**src/rtl/core/imu_fc_pkg.sv**
```systemverilog
// imu_fc_pkg: shared types and constants of the imu frame conditioner
// used by imu_fc_div and imu_frame_conditioner; no dependencies
package imu_fc_pkg;

   // filter and health constants
   localparam int ALPHA_FRAC_BITS = 8;
   localparam int ALPHA_ONE       = 1 << ALPHA_FRAC_BITS;
   localparam int FAIL_LIMIT      = 10;
   localparam int FAIL_MAX        = 15;

   // scaling constants
   localparam int ACC_DIV_MIN = 2048;
   localparam int GYR_DIV_MIN = 16;
   localparam int ACC_SCALE   = 1000;
   localparam int GYR_SCALE   = 100;
   localparam int TEMP_DIV    = 340;
   localparam int TEMP_OFFSET = 3653;

   // reciprocal of TEMP_DIV: ceil(2^31 / 340), exact for magnitudes below 2^23
   localparam int TEMP_RCP    = 6316129;
   localparam int TEMP_RCP_SH = 31;

   // shared multiplier and divider widths
   localparam int MUL_B_W = (ALPHA_FRAC_BITS + 2 > 12) ? ALPHA_FRAC_BITS + 2 : 12;
   localparam int MUL_P_W = 16 + MUL_B_W;
   localparam int ACC_W   = MUL_P_W + 1;
   localparam int DIV_W   = 27;
   localparam int DVS_W   = 15;

   // command codes
   localparam logic [1:0] CMD_DATA    = 2'd0;
   localparam logic [1:0] CMD_FAIL    = 2'd1;
   localparam logic [1:0] CMD_CALIB   = 2'd2;
   localparam logic [1:0] CMD_RESTART = 2'd3;

   // register indexes
   localparam logic [1:0] REG_ACC_SENS = 2'd0;
   localparam logic [1:0] REG_GYR_SENS = 2'd1;
   localparam logic [1:0] REG_ALPHA    = 2'd2;
   localparam logic [1:0] REG_CAL_N    = 2'd3;

   // divider request
   typedef struct packed {
      logic                    start;
      logic signed [DIV_W-1:0] dividend;
      logic [DVS_W-1:0]        divisor;
   } div_req_type;

endpackage

```
**src/rtl/core/imu_fc_div.sv**
```systemverilog
// imu_fc_div: shared signed-by-positive divider, one quotient bit per cycle
// depends on imu_fc_pkg
module imu_fc_div (
   input  logic                              clock,
   input  logic                              reset,
   input  imu_fc_pkg::div_req_type           req,
   output logic                              done,
   output logic signed [imu_fc_pkg::DIV_W-1:0] quotient
);
   import imu_fc_pkg::*;

   localparam int CNT_W = $clog2(DIV_W + 1);

   logic             busy_ff;
   logic             done_ff;
   logic             neg_ff;
   logic [CNT_W-1:0] cnt_ff;
   logic [DIV_W-1:0] quo_ff;
   logic [DVS_W-1:0] rem_ff;
   logic [DVS_W-1:0] dvs_ff;
   logic [DVS_W:0]   trial;
   logic [DVS_W:0]   diff;
   logic             fits;
   logic [DIV_W-1:0] mag;

   // restoring step
   always_comb begin
      trial = {rem_ff, quo_ff[DIV_W-1]};
      diff  = trial - {1'b0, dvs_ff};
      fits  = trial >= {1'b0, dvs_ff};
      mag   = req.dividend[DIV_W-1] ? DIV_W'(-req.dividend) : DIV_W'(req.dividend);
   end

   // control
   always_ff @(posedge clock) begin
      if (reset) begin
         busy_ff <= 1'b0;
         done_ff <= 1'b0;
      end else begin
         done_ff <= 1'b0;
         if (req.start) begin
            busy_ff <= 1'b1;
         end else if (busy_ff && cnt_ff == CNT_W'(1)) begin
            busy_ff <= 1'b0;
            done_ff <= 1'b1;
         end
      end
   end

   // datapath
   always_ff @(posedge clock) begin
      if (req.start) begin
         cnt_ff <= CNT_W'(DIV_W);
         quo_ff <= mag;
         rem_ff <= '0;
         dvs_ff <= req.divisor;
         neg_ff <= req.dividend[DIV_W-1];
      end else if (busy_ff) begin
         rem_ff <= fits ? diff[DVS_W-1:0] : trial[DVS_W-1:0];
         quo_ff <= {quo_ff[DIV_W-2:0], fits};
         cnt_ff <= cnt_ff - CNT_W'(1);
      end
   end

   assign done     = done_ff;
   assign quotient = neg_ff ? -$signed(quo_ff) : $signed(quo_ff);

endmodule

```
**src/rtl/core/imu_frame_conditioner.sv**
```systemverilog
// channel  | dir | ports               | content
// req      | in  | req_t*              | tuser command, tdata raw frame
// rsp      | out | rsp_t*              | tuser status flags, tdata cached values
// csr      | in  | csr_p*              | four configuration registers
//
// a data frame runs the filter on the shared multiplier, then 6 axis scalings
// on the 27-step divider and the temperature, which uses a reciprocal
// multiply; a seeding frame skips the filter; a completing calibration frame
// runs three bias divisions, other commands go straight to the output
// one request at a time; req_tready is high only while idle
// a result waits in the output register while the next request is taken
// imu_frame_conditioner: top level; depends on imu_fc_pkg and imu_fc_div
module imu_frame_conditioner (
   input  logic         clock,
   input  logic         reset,
   input  logic         req_tvalid,
   output logic         req_tready,
   // acc_x, acc_y, acc_z, temp_raw, gyro_x, gyro_y, gyro_z (16 b each)
   input  logic [111:0] req_tdata,
   // command
   input  logic [1:0]   req_tuser,
   output logic         rsp_tvalid,
   input  logic         rsp_tready,
   // accel_x_mg, accel_y_mg, accel_z_mg (15 b), rate_x/y/z_cdps (19 b),
   // temp_centi_c (15 b), zero pad (3 b)
   output logic [119:0] rsp_tdata,
   // healthy, updated, calib_done
   output logic [2:0]   rsp_tuser,
   input  logic         csr_psel,
   input  logic         csr_penable,
   input  logic         csr_pwrite,
   input  logic [3:0]   csr_paddr,
   input  logic [31:0]  csr_pwdata,
   output logic [31:0]  csr_prdata,
   output logic         csr_pready
);
   import imu_fc_pkg::*;

   localparam logic [3:0] S_IDLE     = 4'd0;
   localparam logic [3:0] S_EMA_X    = 4'd1;
   localparam logic [3:0] S_EMA_P    = 4'd2;
   localparam logic [3:0] S_EMA_ADD  = 4'd3;
   localparam logic [3:0] S_EMA_WR   = 4'd4;
   localparam logic [3:0] S_PRIME    = 4'd5;
   localparam logic [3:0] S_SC_MUL   = 4'd6;
   localparam logic [3:0] S_SC_GO    = 4'd7;
   localparam logic [3:0] S_SC_WAIT  = 4'd8;
   localparam logic [3:0] S_CAL_GO   = 4'd9;
   localparam logic [3:0] S_CAL_WAIT = 4'd10;
   localparam logic [3:0] S_OUT      = 4'd11;

   // configuration registers
   logic [14:0] acc_sens_ff;
   logic [7:0]  gyr_sens_ff;
   logic [8:0]  alpha_ff;
   logic [7:0]  cal_n_ff;

   // block state
   logic [3:0]               state_ff;
   logic [2:0]               idx_ff;
   logic signed [15:0]       work_ff [7];
   logic signed [15:0]       prev_ff [6];
   logic signed [15:0]       bias_ff [3];
   logic signed [23:0]       sum_ff [3];
   logic [7:0]               count_ff;
   logic [7:0]               cal_div_ff;
   logic                     primed_ff;
   logic [3:0]               fail_ff;
   logic                     healthy_ff;
   logic                     upd_ff;
   logic                     done_ff;
   logic signed [18:0]       cache_ff [7];
   logic signed [MUL_P_W-1:0] prod_ff;
   logic signed [ACC_W-1:0]  acc_ff;
   logic                     rsp_valid_ff;
   logic [119:0]             rsp_data_ff;
   logic [2:0]               rsp_user_ff;

   logic                     accept;
   logic                     cfg_write;
   logic [MUL_B_W-1:0]       alpha_ext;
   logic [MUL_B_W-1:0]       alpha_sat;
   logic signed [15:0]       mul_a;
   logic signed [MUL_B_W-1:0] mul_b;
   logic signed [MUL_P_W-1:0] product;
   logic signed [ACC_W-1:0]  acc_round;
   logic signed [ACC_W-1:0]  acc_shift;
   logic [14:0]              acc_div;
   logic [7:0]               gyr_div;
   logic [8:0]               count_next;
   logic [3:0]               fail_next;
   div_req_type              div_req;
   logic                     div_done;
   logic signed [DIV_W-1:0]  div_q;
   logic [21:0]              temp_mag;
   logic [44:0]              temp_prod;
   logic [13:0]              temp_quo;
   logic signed [18:0]       temp_val;

   assign accept     = req_tvalid && req_tready;
   assign req_tready = (state_ff == S_IDLE);
   assign cfg_write  = csr_psel && csr_penable && csr_pwrite && csr_pready;
   assign csr_pready = 1'b1;

   // configuration write
   always_ff @(posedge clock) begin
      if (reset) begin
         acc_sens_ff <= 15'd16384;
         gyr_sens_ff <= 8'd131;
         alpha_ff    <= 9'd77;
         cal_n_ff    <= 8'd200;
      end else if (cfg_write) begin
         unique case (csr_paddr[3:2])
            REG_ACC_SENS: acc_sens_ff <= csr_pwdata[14:0];
            REG_GYR_SENS: gyr_sens_ff <= csr_pwdata[7:0];
            REG_ALPHA:    alpha_ff    <= csr_pwdata[8:0];
            REG_CAL_N:    cal_n_ff    <= csr_pwdata[7:0];
            default:      ;
         endcase
      end
   end

   // configuration read
   always_comb begin
      unique case (csr_paddr[3:2])
         REG_ACC_SENS: csr_prdata = {17'd0, acc_sens_ff};
         REG_GYR_SENS: csr_prdata = {24'd0, gyr_sens_ff};
         REG_ALPHA:    csr_prdata = {23'd0, alpha_ff};
         REG_CAL_N:    csr_prdata = {24'd0, cal_n_ff};
         default:      csr_prdata = '0;
      endcase
   end

   // clamped weights and divisors
   always_comb begin
      alpha_ext = {{(MUL_B_W-9){1'b0}}, alpha_ff};
      alpha_sat = (alpha_ext > MUL_B_W'(ALPHA_ONE)) ? MUL_B_W'(ALPHA_ONE) : alpha_ext;
      acc_div   = (acc_sens_ff < 15'(ACC_DIV_MIN)) ? 15'(ACC_DIV_MIN) : acc_sens_ff;
      gyr_div   = (gyr_sens_ff < 8'(GYR_DIV_MIN)) ? 8'(GYR_DIV_MIN) : gyr_sens_ff;
   end

   // shared multiplier operand select
   always_comb begin
      if (state_ff == S_EMA_X) begin
         mul_a = work_ff[idx_ff];
         mul_b = $signed(alpha_sat);
      end else if (state_ff == S_EMA_P) begin
         mul_a = prev_ff[(idx_ff < 3'd6) ? idx_ff : 3'd0];
         mul_b = $signed(MUL_B_W'(ALPHA_ONE) - alpha_sat);
      end else begin
         mul_a = work_ff[idx_ff];
         mul_b = (idx_ff < 3'd3) ? MUL_B_W'(ACC_SCALE) : MUL_B_W'(GYR_SCALE);
      end
      product = mul_a * mul_b;
   end

   // filter truncation toward zero
   always_comb begin
      acc_round = acc_ff + (acc_ff[ACC_W-1] ? ACC_W'(ALPHA_ONE - 1) : ACC_W'(0));
      acc_shift = acc_round >>> ALPHA_FRAC_BITS;
   end

   // temperature: scaled count over 340 by reciprocal multiply, toward zero
   always_comb begin
      temp_mag  = prod_ff[MUL_P_W-1] ? 22'(-prod_ff) : 22'(prod_ff);
      temp_prod = {23'd0, temp_mag} * 45'(TEMP_RCP);
      temp_quo  = temp_prod[TEMP_RCP_SH +: 14];
      temp_val  = (prod_ff[MUL_P_W-1] ? -19'(temp_quo) : 19'(temp_quo))
                  + 19'(TEMP_OFFSET);
   end

   // divider request
   always_comb begin
      div_req.start    = ((state_ff == S_SC_GO) && (idx_ff != 3'd6)) ||
                         (state_ff == S_CAL_GO);
      div_req.dividend = prod_ff[DIV_W-1:0];
      if (idx_ff < 3'd3) begin
         div_req.divisor = acc_div;
      end else begin
         div_req.divisor = {7'd0, gyr_div};
      end
      if (state_ff == S_CAL_GO) begin
         div_req.dividend = DIV_W'(sum_ff[(idx_ff < 3'd3) ? idx_ff[1:0] : 2'd0]);
         div_req.divisor  = {7'd0, cal_div_ff};
      end
   end

   imu_fc_div u_div (
      .clock    (clock),
      .reset    (reset),
      .req      (div_req),
      .done     (div_done),
      .quotient (div_q)
   );

   assign count_next = {1'b0, count_ff} + 9'd1;
   assign fail_next  = (fail_ff < 4'(FAIL_MAX)) ? fail_ff + 4'd1 : fail_ff;

   // sequencer and control state
   always_ff @(posedge clock) begin
      if (reset) begin
         state_ff     <= S_IDLE;
         idx_ff       <= '0;
         primed_ff    <= 1'b0;
         fail_ff      <= '0;
         healthy_ff   <= 1'b0;
         count_ff     <= '0;
         rsp_valid_ff <= 1'b0;
         upd_ff       <= 1'b0;
         done_ff      <= 1'b0;
         for (int i = 0; i < 3; i++) begin
            bias_ff[i] <= '0;
            sum_ff[i]  <= '0;
         end
         for (int i = 0; i < 7; i++) begin
            cache_ff[i] <= '0;
         end
      end else begin
         if (rsp_valid_ff && rsp_tready) begin
            rsp_valid_ff <= 1'b0;
         end
         unique case (state_ff)
            S_IDLE: begin
               if (accept) begin
                  upd_ff  <= 1'b0;
                  done_ff <= 1'b0;
                  idx_ff  <= '0;
                  state_ff <= S_OUT;
                  case (req_tuser)
                     CMD_DATA: begin
                        fail_ff  <= '0;
                        upd_ff   <= 1'b1;
                        state_ff <= primed_ff ? S_EMA_X : S_PRIME;
                     end
                     CMD_FAIL: begin
                        fail_ff <= fail_next;
                        if (fail_next >= 4'(FAIL_LIMIT)) begin
                           healthy_ff <= 1'b0;
                        end
                     end
                     CMD_CALIB: begin
                        for (int i = 0; i < 3; i++) begin
                           sum_ff[i] <= sum_ff[i] + 24'(signed'(req_tdata[64+16*i +: 16]));
                        end
                        if (count_next >= {1'b0, cal_n_ff}) begin
                           cal_div_ff <= count_next[7:0];
                           count_ff   <= '0;
                           state_ff   <= S_CAL_GO;
                        end else begin
                           count_ff <= count_next[7:0];
                        end
                     end
                     default: begin
                        healthy_ff <= 1'b1;
                        fail_ff    <= '0;
                        primed_ff  <= 1'b0;
                        count_ff   <= '0;
                        for (int i = 0; i < 3; i++) begin
                           sum_ff[i] <= '0;
                        end
                     end
                  endcase
               end
            end
            S_EMA_X: begin
               prod_ff  <= product;
               state_ff <= S_EMA_P;
            end
            S_EMA_P: begin
               acc_ff   <= ACC_W'(prod_ff);
               prod_ff  <= product;
               state_ff <= S_EMA_ADD;
            end
            S_EMA_ADD: begin
               acc_ff   <= acc_ff + ACC_W'(prod_ff);
               state_ff <= S_EMA_WR;
            end
            S_EMA_WR: begin
               if (idx_ff == 3'd5) begin
                  idx_ff   <= '0;
                  state_ff <= S_PRIME;
               end else begin
                  idx_ff   <= idx_ff + 3'd1;
                  state_ff <= S_EMA_X;
               end
            end
            S_PRIME: begin
               primed_ff <= 1'b1;
               state_ff  <= S_SC_MUL;
            end
            S_SC_MUL: begin
               prod_ff  <= product;
               state_ff <= S_SC_GO;
            end
            S_SC_GO: begin
               if (idx_ff == 3'd6) begin
                  cache_ff[6] <= temp_val;
                  state_ff    <= S_OUT;
               end else begin
                  state_ff <= S_SC_WAIT;
               end
            end
            S_SC_WAIT: begin
               if (div_done) begin
                  cache_ff[idx_ff] <= div_q[18:0];
                  idx_ff   <= idx_ff + 3'd1;
                  state_ff <= S_SC_MUL;
               end
            end
            S_CAL_GO: begin
               state_ff <= S_CAL_WAIT;
            end
            S_CAL_WAIT: begin
               if (div_done) begin
                  bias_ff[idx_ff[1:0]] <= div_q[15:0];
                  sum_ff[idx_ff[1:0]]  <= '0;
                  if (idx_ff == 3'd2) begin
                     done_ff  <= 1'b1;
                     state_ff <= S_OUT;
                  end else begin
                     idx_ff   <= idx_ff + 3'd1;
                     state_ff <= S_CAL_GO;
                  end
               end
            end
            S_OUT: begin
               if (!rsp_valid_ff || rsp_tready) begin
                  rsp_valid_ff <= 1'b1;
                  state_ff     <= S_IDLE;
               end
            end
            default: state_ff <= S_IDLE;
         endcase
      end
   end

   // working values and filter memory
   always_ff @(posedge clock) begin
      if (accept) begin
         for (int i = 0; i < 3; i++) begin
            work_ff[i]     <= req_tdata[16*i +: 16];
            work_ff[3 + i] <= $signed(req_tdata[64+16*i +: 16]) - bias_ff[i];
         end
         work_ff[6] <= req_tdata[63:48];
      end else if (state_ff == S_EMA_WR) begin
         work_ff[idx_ff] <= acc_shift[15:0];
      end
      if (state_ff == S_PRIME) begin
         for (int i = 0; i < 6; i++) begin
            prev_ff[i] <= work_ff[i];
         end
      end
   end

   // output register
   always_ff @(posedge clock) begin
      if (state_ff == S_OUT && (!rsp_valid_ff || rsp_tready)) begin
         rsp_data_ff <= {3'd0, cache_ff[6][14:0],
                         cache_ff[5], cache_ff[4], cache_ff[3],
                         cache_ff[2][14:0], cache_ff[1][14:0], cache_ff[0][14:0]};
         rsp_user_ff <= {done_ff, upd_ff, healthy_ff};
      end
   end

   assign rsp_tvalid = rsp_valid_ff;
   assign rsp_tdata  = rsp_data_ff;
   assign rsp_tuser  = rsp_user_ff;

endmodule

```
**config.mk**
```make
export PLATFORM = sky130hd
export DESIGN_NAME = imu_frame_conditioner
export DESIGN_NICKNAME = d
export VERILOG_FILES = /design/src/rtl/core/imu_fc_pkg.sv /design/src/rtl/core/imu_fc_div.sv /design/src/rtl/core/imu_frame_conditioner.sv
export SDC_FILE = /design/constraint.sdc
export NUM_CORES = 2
export LEC_CHECK = 0
export BUFFER_PORTS_ARGS = -buffer_cell sky130_fd_sc_hd__buf_2
export CORE_MARGIN = 2
export CORE_UTILIZATION = 55
export CTS_CLUSTER_DIAMETER = 120
export DETAILED_ROUTE_END_ITERATION = 8
export PLACE_DENSITY = 0.73
export SYNTH_ARGS = -nofsm -noshare
export SYNTH_HDL_FRONTEND = slang
export SYNTH_HIERARCHICAL = 1
export SYNTH_SLANG_ARGS = --single-unit
```
**constraint.sdc**
```tcl
create_clock -name clock -period 12.7 [get_ports clock]
set_clock_uncertainty 0.2 [all_clocks]
set_input_delay 3.175 -clock clock [delete_from_list [all_inputs] [get_ports clock]]
set_output_delay 3.175 -clock clock [all_outputs]
set_load 0.02 [all_outputs]
```
==> summary.txt <==
Routing
  – Post-route ant nets: 0
  – Initial DRC count: ~3.7k
  – TritonRoute pass-1 iters: 6
  – DR vias/cell: 5.88
  – Vias: 39.2k
  – DR WL/cell: between 20 and 25 µm
  – DRC Markers: 0
  – Final WL: between 100 and 150 mm

Global route
  – Vias in the first global route: between 30k and 40k
  – First-pass GRT wire length: 215 mm
  – Grt total ovfl: 0
  – Initial antenna violation count: 3
  – Pin count of the biggest net entering global routing: 84
  – Total Routing Usage GR: 0.283

Final layout
  – Sequential cell area: 0.0218 mm²
  – Multi-input combinational cell area: about 0.029 mm²
  – Final net count: 6153
  – Filler cell count: 7600
  – Fraction of layout cells with a size suffix above 1: 0.119
  – P&R area growth vs syn: 11.1%
  – Highest-count cells in the layout ignoring fill and taps: edfxtp_1 (617), inv_1 (490), nand2_1 (485), ha_1 (406), nor2_1 (350)
  – Layout Cells excl Fill: between 6k and 7k
  – Most common cell after layout, fill and taps aside: edfxtp_1

Timing
  – Slew @ Worst Pin: 1.32 ns
  – Final worst slack: roughly 1.8 ns
  – Final Cycle Share: 0.856
  – Setup tns final: 0 ns
  – Final Hold Fails: 0
  – Final setup fails: 0
  – Fmax: 0.0920 GHz
  – Final min period: around 11 ns
  – Fin. max-slew vios: 0
  – RSZ-0062 raised after global routing: no
  – Max_slew headroom: 0.113

Placed design
  – GPL Wtd Cong: 0.959
  – Placed insts: 6517
  – HPWL Detailed: 106 mm
  – DP Worst Slack: 1.90 ns
  – IO Port Bufs: 274

Clocking
  – Clock Latency Late Sink: 0.65 ns
  – CTS tree: done
  – # hold bufs at CTS: 0
  – Sink Count: 778
  – CTS H-Tree Depth: 3
  – Root buffer cell: clkbuf_16
  – Max clock buf depth: 3
  – PostCTS Resize Cnt: 0
  – CTS Buf Count: 82
  – CTS clk-pin slew, worst paths: 0.06 ns
  – Postcts setup bufs: 0

Worst hold path
  – HP Class: reg2reg

Die
  – I/O pin count: 315
  – Core Region: 0.0950 mm²
  – Initial core utilization: 0.555
  – Die Y: 314 µm
  – Die ar.: around 0.098 mm²
  – Row count: 113
  – Die W: about 310 µm

Worst setup path
  – Setup CP Type: reg2reg
  – CP arrival: ~11 ns
  – Critical Path Slowest Stage Cell: or4_4
  – Crit end category: flip-flop
  – Slowest stage delay, CP: 0.60 ns
  – CP max FO: 6
  – Most common cell on crit path: inv_1
  – CP Launch Type: flip-flop
  – Worst endpoint required time: 12.88 ns

Yosys
  – Synthesized area per cell: 10.4 µm²
  – Cells after Synth: about 5k
  – Mapped cell area: 0.0527 mm²
  – Yosys Warn Count: 6

Run status
  – Outcome: finished clean

Job
  – Max Cap Viol: 0
-- routing by layer --
layer  vias up  global-route usage  routed length, µm
met3       256              0.0401              10000
met1     19200               0.373              56600
li1      18300                   -                  -
met4         2               0.111               5770
met2      1395               0.476              68200
met5         -                   0                 11
-- worst max-delay path: cells and delay by family, from the launching register on --
family	cells	cell delay (ns)
adders and majority gates	9	3.65
DFF	1	0.51
xor gates and xnor gates	3	0.86
buffers and inverters	6	0.53
AOI/OAI and AO/OA	11	2.59
and+or+nand+nor	8	2.25
-- worst paths after layout --
| check | from | slack, ns | cells after the start | end |
|---|---|---|---|---|
| worst min-delay path | cache_ff[3][3] | 0.21 | 0 | rsp_tdata[48] |
| worst max register to register | prod_ff[11] | 1.83 | 37 | cache_ff[6][13] |
| worst min register to register | cache_ff[3][3] | 0.21 | 0 | rsp_tdata[48] |
| worst max-delay path | prod_ff[11] | 1.83 | 37 | cache_ff[6][13] |
-- flip-flops by register name, summed over array words and instances, names as in the netlist, 4 cells and up, named ones only --
name / cells
u_div/quo_ff: 27
alpha_ff: 9
acc_ff: 29
cal_n_ff: 8
prod_ff: 28
u_div/cnt_ff: 5
bias_ff: 48
rsp_tdata: 117
work_ff: 128
count_ff: 8
u_div/rem_ff: 15
gyr_sens_ff: 8
u_div/dvs_ff: 15
acc_sens_ff: 15
prev_ff: 96
sum_ff: 72
state_ff: 4
cal_div_ff: 8
fail_ff: 4
cache_ff: 117
-- through the flow --
step | instance area [µm²] | hold slack (ns) | util
floorplan | 52900 | 0.199 | -
global placement | 55800 | 0.201 | 0.588
detailed placement | 55800 | 0.205 | 0.588
CTS | 58600 | 0.208 | 0.617
global route | 58600 | 0.214 | 0.617
finish | 58600 | 0.210 | 0.617
-- layout make-up --
class	count	share of cell area
sequential	778	0.371
clock inverter	36	0.00739
timing repair buffer	356	0.0339
antenna	2	0.0000854
inverter	490	0.0314
tap	1265	0.0270
multi-input combinational	3628	0.489
clock buffer	116	0.0396
Power is not shown: default switching activity piles up to over one toggle a cycle in this logic, so the estimate is an artifact.
